## config.mk

```make
export PLATFORM = sky130hd
export DESIGN_NAME = base64url_canonical_decoder
export DESIGN_NICKNAME = d
export VERILOG_FILES = /design/src/rtl/b64u_pkg.sv /design/src/rtl/base64url_canonical_decoder.sv /design/src/rtl/b64u_sextet.sv /design/src/rtl/b64u_core.sv
export SDC_FILE = /design/constraint.sdc
export NUM_CORES = 1
export LEC_CHECK = 0
export BUFFER_PORTS_ARGS = -buffer_cell sky130_fd_sc_hd__buf_4
export CORE_UTILIZATION = 25
export DETAILED_ROUTE_END_ITERATION = 8
export MAX_ROUTING_LAYER = met4
export PLACE_DENSITY_LB_ADDON = 0.15
export SETUP_SLACK_MARGIN = 0.2
export SLEW_MARGIN = 20
export SYNTH_ARGS = -nofsm -noshare
export SYNTH_HDL_FRONTEND = slang
export SYNTH_SLANG_ARGS = --single-unit
```

## constraint.sdc

```tcl
create_clock -name clk -period 3.35 [get_ports clk]
set_input_delay 0.8375 -clock clk [delete_from_list [all_inputs] [get_ports clk]]
set_output_delay 0.8375 -clock clk [all_outputs]
set_load 0.1 [all_outputs]
```

## src/rtl/b64u_pkg.sv

```systemverilog
`timescale 1ns / 1ps
`default_nettype none

package b64u_pkg;

  localparam int CHAR_W   = 8;
  localparam int SEXTET_W = 6;
  localparam int LEN_W    = 15;
  localparam int STATUS_W = 3;

  // hard ceiling on bytes per stream, and the counter's own ceiling
  localparam int MAX_BYTES = 16384;
  localparam int CNT_CEIL  = (1 << LEN_W) - 1;
  localparam logic [LEN_W-1:0] LIMIT_CAP =
    LEN_W'((MAX_BYTES > CNT_CEIL) ? CNT_CEIL : MAX_BYTES);

  localparam logic [LEN_W-1:0] CAPACITY_RST = LEN_W'(16384);

  // alphabet offsets
  localparam logic [SEXTET_W-1:0] LOWER_BASE = 6'd26;
  localparam logic [SEXTET_W-1:0] DIGIT_BASE = 6'd52;
  localparam logic [SEXTET_W-1:0] DASH_CODE  = 6'd62;
  localparam logic [SEXTET_W-1:0] UNDER_CODE = 6'd63;

  typedef enum logic [STATUS_W-1:0] {
    ST_OK       = 3'd0,
    ST_BAD_CHAR = 3'd1,
    ST_OVER_CAP = 3'd2,
    ST_LEN_MOD4 = 3'd3,
    ST_LEFTOVER = 3'd4
  } status_t;

  typedef struct packed {
    logic              byte_valid;
    logic [7:0]        data_byte;
    logic              stream_done;
    status_t           status;
    logic [LEN_W-1:0]  decoded_length;
  } res_t;

endpackage

`default_nettype wire

```

## src/rtl/base64url_canonical_decoder.sv

```systemverilog
`timescale 1ns / 1ps
`default_nettype none

// base64url decoder, unpadded, canonical checks
// input channel: one character request per cycle (in_char_byte, in_last_char)
//   with in_valid / in_stall; a request is taken when in_valid is high and
//   in_stall is low
// result channel: exactly one result request per character on out_*,
//   out_valid / out_stall; byte output only when out_byte_valid is set
// path: a character passes the input register, then the result register;
//   throughput: one character per clock while the receiver does not stall, set by
//   the single decode/update stage between the two registers
// the decode stage advances whenever the result register is empty or being
//   drained, so a stalled receiver holds the result and backs up in_stall
//   after the input register fills
// errors are sticky within a stream and reported with the length on the
//   last character's result; stream state then clears
// cfg: one register, output capacity, written at cfg_valid && cfg_ready;
//   cfg_ready is always high; write only while the block is idle
// reset (rst_n low, synchronous): pipeline empties, stream state clears,
//   capacity returns to 16384

module base64url_canonical_decoder (
  input  wire logic                          clk,
  input  wire logic                          rst_n,
  // input channel
  input  wire logic                          in_valid,
  output logic                               in_stall,
  input  wire logic [b64u_pkg::CHAR_W-1:0]   in_char_byte,
  input  wire logic                          in_last_char,
  // result channel
  output logic                               out_valid,
  input  wire logic                          out_stall,
  output logic                               out_byte_valid,
  output logic      [7:0]                    out_data_byte,
  output logic                               out_stream_done,
  output logic      [b64u_pkg::STATUS_W-1:0] out_status,
  output logic      [b64u_pkg::LEN_W-1:0]    out_decoded_length,
  // configuration
  input  wire logic                          cfg_valid,
  output logic                               cfg_ready,
  input  wire logic [b64u_pkg::LEN_W-1:0]    cfg_output_capacity
);
  import b64u_pkg::*;

  logic              in_valid_r;
  logic [CHAR_W-1:0] in_char_r;
  logic              in_last_r;
  logic [LEN_W-1:0]  cap_r;
  logic              out_valid_r;
  res_t              res, res_r;
  logic              out_free;
  logic              step;

  // result register can take a new request this cycle
  assign out_free = !out_valid_r || !out_stall;
  assign step     = in_valid_r && out_free;
  assign in_stall = in_valid_r && !out_free;
  assign cfg_ready = 1'b1;

  // capacity register
  always_ff @(posedge clk) begin
    if (!rst_n) begin
      cap_r <= CAPACITY_RST;
    end else if (cfg_valid && cfg_ready) begin
      cap_r <= cfg_output_capacity;
    end
  end

  // input register
  always_ff @(posedge clk) begin
    if (!rst_n) begin
      in_valid_r <= 1'b0;
    end else if (!in_stall) begin
      in_valid_r <= in_valid;
    end
  end

  always_ff @(posedge clk) begin
    if (!in_stall && in_valid) begin
      in_char_r <= in_char_byte;
      in_last_r <= in_last_char;
    end
  end

  // decode and stream state update
  b64u_core u_core (
    .clk       (clk),
    .rst_n     (rst_n),
    .step      (step),
    .char_byte (in_char_r),
    .last_char (in_last_r),
    .capacity  (cap_r),
    .res       (res)
  );

  // result register
  always_ff @(posedge clk) begin
    if (!rst_n) begin
      out_valid_r <= 1'b0;
    end else if (out_free) begin
      out_valid_r <= in_valid_r;
    end
  end

  always_ff @(posedge clk) begin
    if (step) begin
      res_r <= res;
    end
  end

  assign out_valid          = out_valid_r;
  assign out_byte_valid     = res_r.byte_valid;
  assign out_data_byte      = res_r.data_byte;
  assign out_stream_done    = res_r.stream_done;
  assign out_status         = res_r.status;
  assign out_decoded_length = res_r.decoded_length;

endmodule

`default_nettype wire

```

## src/rtl/b64u_sextet.sv

```systemverilog
`timescale 1ns / 1ps
`default_nettype none

module b64u_sextet (
  input  wire logic [b64u_pkg::CHAR_W-1:0]   char_byte,
  output logic      [b64u_pkg::SEXTET_W-1:0] sextet,
  output logic                               bad
);
  import b64u_pkg::*;

  always_comb begin
    sextet = '0;
    bad    = 1'b0;
    if (char_byte >= "A" && char_byte <= "Z") begin
      sextet = SEXTET_W'(char_byte - "A");
    end else if (char_byte >= "a" && char_byte <= "z") begin
      sextet = SEXTET_W'(char_byte - "a") + LOWER_BASE;
    end else if (char_byte >= "0" && char_byte <= "9") begin
      sextet = SEXTET_W'(char_byte - "0") + DIGIT_BASE;
    end else if (char_byte == "-") begin
      sextet = DASH_CODE;
    end else if (char_byte == "_") begin
      sextet = UNDER_CODE;
    end else begin
      bad = 1'b1;
    end
  end

endmodule

`default_nettype wire

```

## src/rtl/b64u_core.sv

```systemverilog
`timescale 1ns / 1ps
`default_nettype none

module b64u_core (
  input  wire logic                          clk,
  input  wire logic                          rst_n,
  input  wire logic                          step,
  input  wire logic [b64u_pkg::CHAR_W-1:0]   char_byte,
  input  wire logic                          last_char,
  input  wire logic [b64u_pkg::LEN_W-1:0]    capacity,
  output b64u_pkg::res_t                     res
);
  import b64u_pkg::*;

  logic [SEXTET_W-1:0] left_r,  left_nxt;
  logic [2:0]          cnt_r,   cnt_nxt;
  logic [LEN_W-1:0]    bytes_r, bytes_nxt;
  status_t             err_r,   err_nxt;

  logic [SEXTET_W-1:0] sextet;
  logic                bad;
  logic [LEN_W-1:0]    limit;
  logic [11:0]         acc;
  logic [3:0]          bits;
  logic [2:0]          rem;
  logic                emit;
  logic [7:0]          data;

  b64u_sextet u_sextet (
    .char_byte (char_byte),
    .sextet    (sextet),
    .bad       (bad)
  );

  assign limit = (capacity < LIMIT_CAP) ? capacity : LIMIT_CAP;
  assign acc   = {left_r, sextet};
  assign bits  = {1'b0, cnt_r} + 4'd6;
  assign rem   = (bits >= 4'd8) ? 3'(bits - 4'd8) : 3'(bits);

  always_comb begin
    left_nxt  = left_r;
    cnt_nxt   = cnt_r;
    bytes_nxt = bytes_r;
    err_nxt   = err_r;
    emit      = 1'b0;
    data      = '0;
    if (err_r == ST_OK) begin
      if (bad) begin
        err_nxt = ST_BAD_CHAR;
      end else begin
        if (bits >= 4'd8) begin
          if (bytes_r >= limit) begin
            err_nxt = ST_OVER_CAP;
          end else begin
            emit      = 1'b1;
            data      = 8'(acc >> rem);
            bytes_nxt = bytes_r + 1'b1;
          end
        end
        if (err_nxt == ST_OK) begin
          left_nxt = acc[SEXTET_W-1:0] & SEXTET_W'((7'd1 << rem) - 7'd1);
          cnt_nxt  = rem;
        end
      end
      if (last_char && err_nxt == ST_OK) begin
        if (cnt_nxt == 3'd6) begin
          err_nxt = ST_LEN_MOD4;
        end else if (left_nxt != '0) begin
          err_nxt = ST_LEFTOVER;
        end
      end
    end
  end

  always_comb begin
    res.byte_valid     = emit;
    res.data_byte      = data;
    res.stream_done    = last_char;
    res.status         = err_nxt;
    res.decoded_length = bytes_nxt;
  end

  // stream state clears after the last character
  always_ff @(posedge clk) begin
    if (!rst_n) begin
      left_r  <= '0;
      cnt_r   <= '0;
      bytes_r <= '0;
      err_r   <= ST_OK;
    end else if (step) begin
      if (last_char) begin
        left_r  <= '0;
        cnt_r   <= '0;
        bytes_r <= '0;
        err_r   <= ST_OK;
      end else begin
        left_r  <= left_nxt;
        cnt_r   <= cnt_nxt;
        bytes_r <= bytes_nxt;
        err_r   <= err_nxt;
      end
    end
  end

endmodule

`default_nettype wire
```

==> flow_summary.yaml, run 1 <==
outcome:
  status: "finished, violations left"
  violations: "design-rule violations"
timing:
  timing.hold.ws_ps: 483
  min_period_over_period: 0.897
  hold_violations: 0
  worstMarginPinSlew_ps: 725
  timing.setup.tns_ps: 0
  slew_headroom: 0.516
  clock.fmax_mhz: 333
  drv_slew: 0
  rsz0062_at_grt: "false"
  setup_violations: 0
  skew_ps: 8.77
  finalCriticalPeriod_ps: 3000
route:
  route.detailed.wl_per_inst_microns: 15.7
  vias: 3864
  drtAntennaViolNets: 0
  drt-vias-per-instance: 4.98
  initialDrtViolationCount: 343
  drc: 2
  drt_wl_total_microns: 12200
  dr.pass1.iters: 9
layout:
  instances_no_fill: 776
  areaGrowthSynthToFinish_pct: 25.1
  final_nets: 599
  drive_gt1_frac: 0.223
  diodes: 0
logic_synthesis:
  synthFlopType: "dfxtp_1"
  synth_common_cells: "50 x nand2_1, 43 x dfxtp_1, 41 x nor2_1"
  ys_ff_latch: 80
  synth_cell_types: 67
  syn-instance-count: 473
  synth_edf_count: 37
  syn_area_per_cell_sq_um: 9.68
  ys_warn_count: 0
  synth-seq-area-share: 0.431
  async_flop_share: 0
  yosysMostFrequentCell: "nand2_1"
  synthTopCellsByArea: "edfxtp_1 24%, dfxtp_1 19%, ha_1 7.7%, nand2_1 4.1%, mux2i_1 3.9%"
  syn_nets: 530
  synth_area_sq_mm: 0.00458
  yosysTopAreaCell: "edfxtp_1"
  yosys.area.top_type_share: 0.243
worst_setup_path:
  crit_fanout: 7
  worstPathArrival_ps: 3270
  r2r_slack_ps: 350
  crit_path_start: "in_char_r[2]"
  reg2reg_depth: 9
  timing.rr.end: "u_core.bytes_r[7]"
  r2r_start: "in_char_r[2]"
  crit_end: "u_core.bytes_r[7]"
  endpoint_kind: "flop"
  critPathRequiredTime_ps: 3620
  path_class: "flop to flop"
  crit_path_start_kind: "flop"
floorplan:
  core.rowCount: 49
  die_height_microns: 137
  die-area_sq_mm: 0.0189
  ios: 60
  die_w_microns: 137
  coreArea_sq_mm: 0.0180
  start_util: 0.255
power:
  powerDensity_mw_per_mm2: 424
  ir_drop_mv: 0.230
  leakagePower_nw: 2.21
grt:
  grt-ovfl-total: 0
  grt_usage: 0.143
  grt_pass1_vias: 3687
  grt_max_degree: 32
  grt_pass1_wl_microns: 19900
  antenna_found_initial: 0
place:
  io_buffers: 58
  dp_cells: 757
  gp_congestion: 0.828
  dpl.hpwl_microns: 8750
clock_tree:
  cts_tree: "done"
  cts.htree.levels: 3
  numCtsBuffers: 9
  cts_buffer_depth: 2
  cts.sinks: 80
  cts_root_buffer: "clkbuf_16"
  clk-insertion-delay-late_ps: 350
  clkTransAtPathRegs_ps: 60
hold_path:
  min_path_type: "flop to flop"
  hold_start: "u_core.cnt_r[2]"
run:
  cap_violations: 0
[flip-flops by register name, summed over array words and instances, names as in the netlist, 2 cells and up]
| signal | count |
|---|---|
| cap_r | 15 |
| out_decoded_length | 15 |
| u_core.bytes_r | 15 |
| in_char_r | 8 |
| out_data_byte | 8 |
| u_core.left_r | 6 |
| out_status | 3 |
| u_core.err_r | 3 |
| u_core.cnt_r | 2 |
[metal layers]
layer / wire [microns] / GRT usage / part of all wire
met3: 530 / 0.0224 / 0.043
met2: 5220 / 0.206 / 0.43
met1: 6220 / 0.198 / 0.51
met5: 0 / - / 0
met4: 237 / 0.0604 / 0.019
[logic make-up after synthesis]
logic type / Yosys count / synth area share
AND/OR/NAND/NOR: 184 / 0.205
other: 1 / 0.000819
buffers and inverters: 48 / 0.0429
multiplexers: 23 / 0.0615
AO/OA/AOI/OAI: 91 / 0.148
adder cells (fa/ha/maj): 28 / 0.0765
flip-flops: 80 / 0.431
XOR/XNOR: 18 / 0.0344
[cell type report]
type                    count  area, sq um
well taps                 229          287
clock inverters             5         56.3
flip-flops and latches     80         1970
clock buffers              11          233
repair buffers             85          651
fillers                  1873        12200
inverters                  20         80.1
multi-input cells         346         2450
[cells in the final DEF (no fill, tap or decap), drive strengths merged, types with 5 or more instances in the layout]
| cell type | n |
|---|---|
| buf | 85 |
| nand2 | 51 |
| dfxtp | 43 |
| nor2 | 41 |
| edfxtp | 37 |
| ha | 28 |
| nand3 | 20 |
| inv | 20 |
| mux2i | 18 |
| and2 | 16 |
| xnor2 | 15 |
| o211ai | 14 |
| a31oi | 14 |
| o21ai | 12 |
| nand4 | 11 |
| clkbuf | 11 |
| a21oi | 9 |
| and3 | 7 |
| a32o | 7 |
| nor4 | 6 |
| or4 | 5 |
| nor3 | 5 |
[worst min-delay path by stage]
stage | cells past startpoint | end
6_report | 1 | u_core.cnt_r[2]
5_1_grt | 1 | u_core.left_r[5]
3_3_place_gp | 1 | u_core.cnt_r[2]
2_1_floorplan | 2 | u_core.err_r[2]
4_1_cts | 1 | u_core.cnt_r[2]
3_5_place_dp | 1 | u_core.cnt_r[2]
[power breakdown]
group          internal, W  leakage (nW)  switching [W]
logic             0.000114          1.37       0.000245
registers          0.00106         0.705      0.0000186
clock network     0.000579         0.142       0.000418
[critical path, cell delays in order (launching register included)]
cell,delay (ps)
edfxtp_1,380
buf_4,180
ha_1,260
a21o_1,190
o311a_1,180
nor3_4,310
o41ai_4,160
or3_2,580
or4_1,510
a31oi_1,170
[per-stage QoR]
step | utilization | power (W) | setup WS (ps) | area, sq um
after floorplan | - | 0.00134 | 424 | 4580
after global routing | 0.319 | 0.00253 | 201 | 5730
final | 0.319 | 0.00243 | 346 | 5730
after detailed placement | 0.299 | 0.00145 | 128 | 5380
after global placement | 0.299 | 0.00145 | 175 | 5380
after CTS | 0.316 | 0.00245 | 223 | 5670
[timing repair]
| item | 4_1_cts | 5_1_grt |
|---|---|---|
| resized for setup | 1 | 13 |
| hold buffers | 0 | 0 |
| pin swaps | 0 | 3 |
| endpoints found under the setup margin | 18 | 31 |
| cloned | 0 | 1 |
| hold endpoints to repair | 0 | 0 |
| buffers inserted | 0 | 2 |
Power figures use the tool's default switching activity.
==> run 2: changes to the inputs <==
- CORE_UTILIZATION: 25 -> 58
==> flow_summary.yaml, run 2 (synthesis results as in run 1) <==
floorplan:
  coreArea_sq_mm: 0.00769
  ios: 60
  core.rowCount: 32
  die_w_microns: 90.8
  die_height_microns: 90.8
  start_util: 0.596
  die-area_sq_mm: 0.00825
worst_setup_path:
  critPathRequiredTime_ps: 3630
  crit_fanout: 22
  path_class: "flop to flop"
  worstPathArrival_ps: 3280
  endpoint_kind: "flop"
  crit_path_start_kind: "flop"
  r2r_slack_ps: 360
clock_tree:
  numCtsBuffers: 9
  cts.sinks: 80
  cts.htree.levels: 3
  cts_buffer_depth: 2
  cts.hold.buffers_added: 0
  cts_root_buffer: "clkbuf_8"
  clk-insertion-delay-late_ps: 360
  cts_tree: "done"
  clkTransAtPathRegs_ps: 90
timing:
  hold_violations: 0
  setup_violations: 0
  worst_slack_ps: 360
  drv_slew: 0
  worstMarginPinSlew_ps: 686
  slew_headroom: 0.543
  finalCriticalPeriod_ps: 2990
  skew_ps: 16.8
  timing.setup.tns_ps: 0
  min_period_over_period: 0.893
  clock.fmax_mhz: 334
  rsz0062_at_grt: "false"
  timing.hold.ws_ps: 504
layout:
  drive_gt1_frac: 0.214
  areaGrowthSynthToFinish_pct: 18.0
  utilization: 0.703
  diodes: 0
  final_cell_mix: "78 x buf_4, 50 x nand2_1, 42 x dfxtp_1"
  final_common_cell: "buf_4"
  final_nets: 593
grt:
  grt_pass1_wl_microns: 16800
  grt_max_degree: 32
  antenna_found_initial: 0
  grt_usage: 0.266
  grt-ovfl-total: 0
  grt_pass1_vias: 3492
power:
  powerDensity_mw_per_mm2: 394
  pwr-share-seq: 0.505
  leakagePower_nw: 2.13
  comb_power_share: 0.162
  switching_power_w: 0.000618
  internal-power_w: 0.00151
  p_clk_frac: 0.333
  netSwitchingFraction: 0.290
  ir_drop_mv: 0.229
  power.total_w: 0.00213
hold_path:
  min_path_type: "flop to flop"
place:
  gp_congestion: 0.993
  io_buffers: 58
  dpl.hpwl_microns: 7410
  place_ws_ps: 245
route:
  drc: 0
  route.detailed.wl_per_inst_microns: 16.2
  initialDrtViolationCount: 318
  drt_wl_total_microns: 10400
  vias: 3867
  drtAntennaViolNets: 0
  drt-vias-per-instance: 6.01
  dr.pass1.iters: 7
run:
  cap_violations: 0
outcome:
  status: "finished clean"
-- run 2: cell types whose count changed in the layout (fill, tap and decap cells not counted), moves of 2 or more --
cell and change:
clkbuf_8 +9, clkbuf_16 -9, clkinvlp_4 +2, o21ai_0 +2, buf_4 -6, o21ai_1 -2
-- run 2: timing repair --
item	in CTS	in global routing
setup endpoints to repair	0	28
gates resized for setup	0	9
buffers inserted	0	2
endpoints found under the hold margin	0	0
-- run 2: cell type report --
cell class / count / area (sq um)
clock inverter: 6 / 68.8
tap: 102 / 128
clock buffer: 10 / 128
multi-input combinational: 345 / 2420
inverter: 20 / 81.3
timing repair buffer: 79 / 597
timing repair inverter: 1 / 5.00
fill: 629 / 2280
sequential: 80 / 1970
-- run 2: per-layer routing --
metal | track usage | wire, microns | vias up
met3 | 0.0429 | 755 | 18
li1 | - | - | 1866
met4 | 0.101 | 198 | 0
met2 | 0.387 | 4660 | 160
met1 | 0.373 | 4810 | 1823
met5 | - | 0 | -
-- run 2: per-stage QoR --
| step | instance area (sq um) | instances |
|---|---|---|
| 2_1_floorplan | 4580 | 473 |
| 3_3_place_gp | 5160 | 624 |
| 3_5_place_dp | 5160 | 624 |
| 4_1_cts | 5360 | 640 |
| 5_1_grt | 5400 | 643 |
| 6_report | 5400 | 643 |
-- run 2: worst paths after layout --
path                        start                end  depth (start not counted)
setup / recovery     in_char_r[2]  u_core.bytes_r[9]                         10
hold / removal    u_core.cnt_r[2]    u_core.cnt_r[2]                          1
setup reg to reg     in_char_r[2]  u_core.bytes_r[9]                         10
hold reg to reg   u_core.cnt_r[2]    u_core.cnt_r[2]                          1
-- run 2: power by group through the flow --
| stage | sequential (W) | clock, W | combinational, W |
|---|---|---|---|
| 2_1_floorplan | 0.00119 | 0 | 0.000143 |
| 4_1_cts | 0.00108 | 0.000720 | 0.000339 |
| 3_3_place_gp | 0.00110 | 0 | 0.000335 |
| 5_1_grt | 0.00108 | 0.000755 | 0.000368 |
| 3_5_place_dp | 0.00110 | 0 | 0.000337 |
| 6_report | 0.00108 | 0.000710 | 0.000345 |
-- run 2: critical path, cell delays in order, from the launching register on --
cell and delay (ps):
edfxtp_1 390, buf_4 180, ha_1 270, a21o_1 190, o311a_1 180, nor3_4 320
o41ai_2 160, or3_4 380, buf_6 180, or4_1 500, a31oi_1 170
